==> config.mk <==
export PLATFORM = sky130hd
export DESIGN_NAME = qmu_div_step
export DESIGN_NICKNAME = d
export VERILOG_FILES = /design/src/sv/qmu_pkg.sv /design/src/sv/qmu_div_step.sv
export SDC_FILE = /design/constraint.sdc
export NUM_CORES = 1
export LEC_CHECK = 0
export BUFFER_PORTS_ARGS = -buffer_cell sky130_fd_sc_hd__buf_2
export CAP_MARGIN = 20
export CORE_MARGIN = 5
export CORE_UTILIZATION = 55
export DETAILED_ROUTE_END_ITERATION = 6
export PLACE_DENSITY = 0.78
export REMOVE_ABC_BUFFERS = 1
export SYNTH_ARGS = -nofsm -noshare
export SYNTH_HDL_FRONTEND = slang
export SYNTH_SLANG_ARGS = --single-unit
export TNS_END_PERCENT = 100
==> constraint.sdc <==
create_clock -name vclk -period 24.7
set_input_delay 4.94 -clock vclk [all_inputs]
set_output_delay 4.94 -clock vclk [all_outputs]
set_load 0.05 [all_outputs]
==> src/sv/qmu_pkg.sv <==
`timescale 1ns / 1ps
// Shared types, constants and helper functions for the Q16.16 maths unit.
// Depends on nothing; used by qmu_div_step and q16_16_math_unit.
package qmu_pkg;

    // Operation codes carried in the cmd field.
    typedef enum logic [1:0] {
        CMD_MUL = 2'd0,
        CMD_DIV = 2'd1,
        CMD_SIN = 2'd2,
        CMD_COS = 2'd3
    } cmd_t;

    // Default number of entries in the sine table.
    localparam int TABLE_SIZE_DEF = 256;

    // Divider geometry: a 48-bit dividend magnitude, four quotient bits per stage.
    localparam int DIVIDEND_W     = 48;
    localparam int DIV_BITS       = 4;
    localparam int DIV_STAGES     = DIVIDEND_W / DIV_BITS;

    // Pi in Q60 and Q44, and pi/2 in Q60, for building the table and the index scale.
    localparam logic [63:0] PI_Q60      = 64'h3243F6A8885A308D;
    localparam logic [63:0] HALF_PI_Q60 = 64'h1921FB54442D1846;
    localparam logic [63:0] PI_Q44      = PI_Q60 >> 16;

    // One pipeline stage's payload.
    typedef struct packed {
        cmd_t        cmd;
        logic [63:0] wide;
        logic [31:0] rem;
        logic [31:0] dvs;
        logic        neg;
        logic        dz;
        logic [31:0] res;
        logic        ovf;
    } stage_t;

    // (a*b) >> 60 for operands below 2^62, built from 32-bit halves.
    function automatic logic [63:0] mul_q60(input logic [63:0] a, input logic [63:0] b);
        logic [63:0] al, ah, bl, bh, ll, lh, hl, hh, mid, lo, hi;
        al  = {32'h0, a[31:0]};
        ah  = {32'h0, a[63:32]};
        bl  = {32'h0, b[31:0]};
        bh  = {32'h0, b[63:32]};
        ll  = al * bl;
        lh  = al * bh;
        hl  = ah * bl;
        hh  = ah * bh;
        mid = (ll >> 32) + {32'h0, lh[31:0]} + {32'h0, hl[31:0]};
        lo  = {mid[31:0], ll[31:0]};
        hi  = hh + (lh >> 32) + (hl >> 32) + (mid >> 32);
        return (hi << 4) | (lo >> 60);
    endfunction

endpackage

==> src/sv/qmu_div_step.sv <==
`timescale 1ns / 1ps
// One stage of the restoring divider: retires DIV_BITS quotient bits.
// Depends on qmu_pkg for the divider geometry.
module qmu_div_step (
    input  logic [qmu_pkg::DIVIDEND_W-1:0] wide_in,
    input  logic [31:0]                    rem_in,
    input  logic [31:0]                    dvs,
    output logic [qmu_pkg::DIVIDEND_W-1:0] wide_out,
    output logic [31:0]                    rem_out
);

    // Shift in one dividend bit at a time; the quotient bit replaces it at the bottom.
    always_comb
    begin
        logic [qmu_pkg::DIVIDEND_W-1:0] w;
        logic [31:0]                    r;
        logic [32:0]                    trial;
        w = wide_in;
        r = rem_in;
        for (int i = 0; i < qmu_pkg::DIV_BITS; i++)
        begin
            trial = {r, w[qmu_pkg::DIVIDEND_W-1]};
            w     = {w[qmu_pkg::DIVIDEND_W-2:0], 1'b0};
            if (trial >= {1'b0, dvs})
            begin
                trial = trial - {1'b0, dvs};
                w[0]  = 1'b1;
            end
            r = trial[31:0];
        end
        wide_out = w;
        rem_out  = r;
    end

endmodule

==> impl_metrics.json, run 1 <==
{
  "place_area_um2": 9044,
  "hold_class": "in2out",
  "core_um2": 15710,
  "seq_area_um2": 0,
  "yosys.area_share.simple": 0.1636,
  "via_per_inst": 6.325,
  "drv_slew": 0,
  "dpl.hpwl_um": 24310,
  "postCtsSetupRepairBufs": 0,
  "yosysUniqueCellTypes": 77,
  "worst_slew_pin_slew_ns": 1.064,
  "die_area_um2": 18510,
  "grt_pass1_wl_um": 44730,
  "initialDrtViolationCount": 989,
  "stdcell_count": 1417,
  "slew_headroom": 0.2909,
  "wl_per_cell_um": 20.34,
  "start_util": 0.5562,
  "gp_congestion": 0.9970,
  "cts_hold_buf": 0,
  "syn2layout_area_growth_pct": 3.479,
  "tns_ns": 0,
  "synth_compound_area_frac": 0.2740,
  "fmax_mhz": 41.74,
  "rows": 46,
  "drc": 0,
  "arrival_ns": 19.02,
  "hold_viol": 0,
  "setup_viol": 0,
  "placed_cells": 1417,
  "path_class": "in2out",
  "yosys_warnings": 0,
  "syn_inst": 1165,
  "finalWirelength_um": 28830,
  "fin_area_um2": 9044,
  "first_pass_iters": 6,
  "cpPeakStageDelay_ns": 0.77,
  "slowest_stage": "o2111a_2",
  "synth_top_family_by_area": "compound AO/OA/AOI/OAI gates",
  "die_x_um": 136.1,
  "cp_top_family": "compound AO/OA/AOI/OAI gates",
  "crit_buf_inv": 8,
  "mappedNetlistArea_um2": 8740,
  "cts_resized": 0,
  "rsz0062_at_grt": "no",
  "n_clock_buffer": 0,
  "vias": 8962,
  "grt_overflow": 0,
  "synth_fa_ha_area_frac": 0.1924,
  "synth_top_area_frac": 0.1832,
  "grt_pass1_vias": 8316,
  "cp.required_ns": 19.76,
  "fin_crit_sh": 0.9700,
  "synth_xor_area_frac": 0.1092,
  "synth_area_leader_cell": "ha_1",
  "finish.net_count": 1447,
  "seq_cells": 0,
  "crit_path_end_kind": "primary output",
  "die_h_um": 136.1,
  "grt_use_total": 0.2984,
  "io_pins": 192,
  "port_buffers": 104,
  "yosysSeqAreaShare": 0,
  "drv_cap": 0,
  "syn_avg_cell_area_um2": 7.502,
  "startpoint_type": "input port",
  "synth.area.top_cells": "ha_1 18%, mux2_4 8.6%, xnor2_1 7.5%",
  "antenna_found_initial": 0,
  "grt_max_degree": 33,
  "ant_nets": 0,
  "critical_path.max_fanout": 32,
  "antenna_cells": 0,
  "status": "finished clean",
  "fin_crit_ns": 23.96,
  "drive_above_1_share": 0.1915,
  "muxShareOfSynthArea": 0.1645
}
-- cell families after synthesis --
family / after synthesis
xor+xnor: 109
mux: 112
compound gates: 363
buf+inv: 157
simple gates: 292
fa+ha+maj: 132
-- worst paths after layout --
| path | from | to | cells past startpoint |
|---|---|---|---|
| min | wide_in[39] | wide_out[43] | 0 |
| max | dvs[1] | rem_out[31] | 47 |
-- cell type report --
class / count / area (µm²)
Multi-Input combinational cell: 1008 / 7900
Fill cell: 1508 / 6669
Timing Repair Buffer: 109 / 558.0
Inverter: 84 / 315.3
Tap cell: 216 / 270.3
-- per-layer routing --
metal	global-route usage	vias up	share of wire
met4	0.06495	4	0.025
met1	0.4233	4112	0.45
met3	0.07957	38	0.10
met5	0.05000	-	0.0044
met2	0.4461	470	0.41
li1	-	4338	-
-- cells in the final DEF, fill, tap and decap left out, drive strengths merged, types with 6 or more instances in the layout --
cell / count
xnor2: 75
nor4: 7
o21a: 20
a311oi: 7
a21oi: 118
xor2: 34
mux2: 93
o21bai: 16
nor2: 67
ha: 128
a2111oi: 6
a31oi: 13
buf: 109
inv: 84
nand4: 22
o21ai: 75
and2: 7
a211oi: 11
mux2i: 19
or3: 7
o211ai: 13
a21o: 37
nor3: 25
nand2: 76
nand2b: 17
nor2b: 13
nand3: 31
-- cell usage after synthesis, drive strengths merged (19+ instances only) --
| cell type | instances |
|---|---|
| a21oi | 118 |
| xnor2 | 75 |
| buf | 57 |
| nor2 | 67 |
| o21ai | 75 |
| mux2 | 93 |
| nand2 | 76 |
| ha | 128 |
| nor3 | 25 |
| a21o | 37 |
| nand3 | 31 |
| nand4 | 22 |
| inv | 84 |
| o21a | 20 |
| mux2i | 19 |
| xor2 | 34 |
-- per-stage QoR --
stage	setup WS [ns]	hold slack (ns)	util
finish	0.7407	9.880	0.5756
global route	0.06091	9.880	0.5756
CTS	1.086	9.880	0.5756
detailed placement	1.149	9.880	0.5756
global placement	1.447	9.880	0.5756
floorplan	1.490	9.880	-
Power of run 1 is left out: the tool's default activity adds up to more than one toggle a clock period on the data nets, which glitch-free logic cannot reach.
==> run 2, diff against run 1 <==
--- a/config.mk
+++ b/config.mk
@@ -7,7 +7,7 @@
 export LEC_CHECK = 0
 export BUFFER_PORTS_ARGS = -buffer_cell sky130_fd_sc_hd__buf_2
 export CAP_MARGIN = 20
-export CORE_MARGIN = 5
+export CORE_MARGIN = 2
 export CORE_UTILIZATION = 55
 export DETAILED_ROUTE_END_ITERATION = 6
 export PLACE_DENSITY = 0.78
==> run 2 against run 1 <==
Global-route usage increased by 3.0 points. Hold slack barely moved. Fmax is 0.47% lower. Cell area hardly changed. Routed wire length increased by 0.95%. Sequential cell count did not move. Critical path depth did not move. Die area shrank 8.6%. Cell count unchanged. Via count up 1.4%. First-iteration DRC count is 14% lower. Largest cell class unchanged.
==> impl_metrics.json, run 2 (same netlist as run 1, synthesis figures left out) <==
{
  "grt_overflow": 0,
  "dpl.hpwl_um": 24140,
  "io_pins": 192,
  "setup_viol": 0,
  "cp.required_ns": 19.76,
  "path_class": "in2out",
  "startpoint_type": "input port",
  "syn2layout_area_growth_pct": 3.493,
  "n_clock_buffer": 0,
  "postCtsSetupRepairBufs": 0,
  "multi_input_area_um2": 7901,
  "place_area_um2": 9044,
  "hold_viol": 0,
  "rows": 46,
  "grt_pass1_wl_um": 43910,
  "antenna_cells": 0,
  "placed_cells": 1417,
  "wl_per_cell_um": 20.54,
  "finalWirelength_um": 29100,
  "final_cell_mix": "128 x ha_1, 117 x a21oi_1, 104 x buf_2",
  "drc": 0,
  "drv_slew": 0,
  "slew_headroom": 0.2726,
  "ant_nets": 0,
  "seq_area_um2": 0,
  "slowest_stage": "o21ai_0",
  "fin_crit_sh": 0.9746,
  "fmax_mhz": 41.54,
  "start_util": 0.5562,
  "whs_endpoint": "wide_out[11]",
  "cp_common_cell": "ha_1",
  "crit_path_end_kind": "primary output",
  "hold-path-cell-count": 0,
  "status": "finished clean",
  "antenna_found_initial": 0,
  "grt_max_degree": 33,
  "initialDrtViolationCount": 852,
  "fillers": 1508,
  "grt_use_total": 0.3287,
  "drv_cap": 0,
  "fin_crit_ns": 24.07,
  "seq_cells": 0,
  "stdcell_count": 1417,
  "die_h_um": 130.1,
  "port_buffers": 104,
  "cp_top_family": "compound AO/OA/AOI/OAI gates",
  "die_x_um": 130.1,
  "rsz0062_at_grt": "no",
  "hp-start": "wide_in[7]",
  "vias": 9090,
  "grt_pass1_vias": 8026,
  "layout_commonest_cell": "ha_1",
  "cpPeakStageDelay_ns": 0.85,
  "first_pass_iters": 5,
  "fin_area_um2": 9045,
  "critical_path.max_fanout": 32,
  "die_area_um2": 16910,
  "core_um2": 15710,
  "drive_above_1_share": 0.1923,
  "gp_congestion": 0.9853,
  "crit_buf_inv": 7,
  "arrival_ns": 19.13,
  "hold_class": "in2out",
  "tns_ns": 0,
  "finish.net_count": 1447,
  "via_per_inst": 6.415,
  "worst_slew_pin_slew_ns": 1.080
}
-- run 2: cell types whose count changed in the layout (fill, tap and decap cells not counted) --
cell,change
and2_1,-1
and2_2,+1
-- run 2: metal layers --
metal,track usage,wire length (µm),vias up,part of all wire
met5,0.1000,175,-,0.0060
li1,-,-,4347,-
met4,0.09108,999,6,0.034
met1,0.4702,13150,4143,0.45
met3,0.09225,3280,64,0.11
met2,0.4694,11490,530,0.39
-- run 2: worst max-delay path by stage --
stage             endpoint   start  cells after the start
6_report       rem_out[10]  dvs[1]                     47
5_1_grt        rem_out[11]  dvs[1]                     47
4_1_cts         rem_out[4]  dvs[1]                     47
3_5_place_dp   rem_out[10]  dvs[1]                     47
3_3_place_gp    rem_out[3]  dvs[1]                     47
2_1_floorplan   rem_out[0]  dvs[1]                     44
-- run 2: final cells by class --
type / count / area share
Tap cell: 216 / 0.02988
Inverter: 84 / 0.03486
Multi-Input combinational cell: 1008 / 0.8736
Timing Repair Buffer: 109 / 0.06170
-- run 2: metrics by stage --
stage	hold slack [ns]	util	setup WS (ns)
finish	9.880	0.5756	0.6274
global placement	9.881	0.5756	1.242
CTS	9.881	0.5756	0.7196
floorplan	9.880	-	1.490
detailed placement	9.881	0.5756	0.7610
global route	9.880	0.5756	0.06518
-- run 2: what timing repair did --
action | 4_1_cts | 5_1_grt
gates resized for setup | 0 | 1
endpoints found under the setup margin | 0 | 32
hold buffers | 0 | 0
Power of run 2 is left out for the same reason.
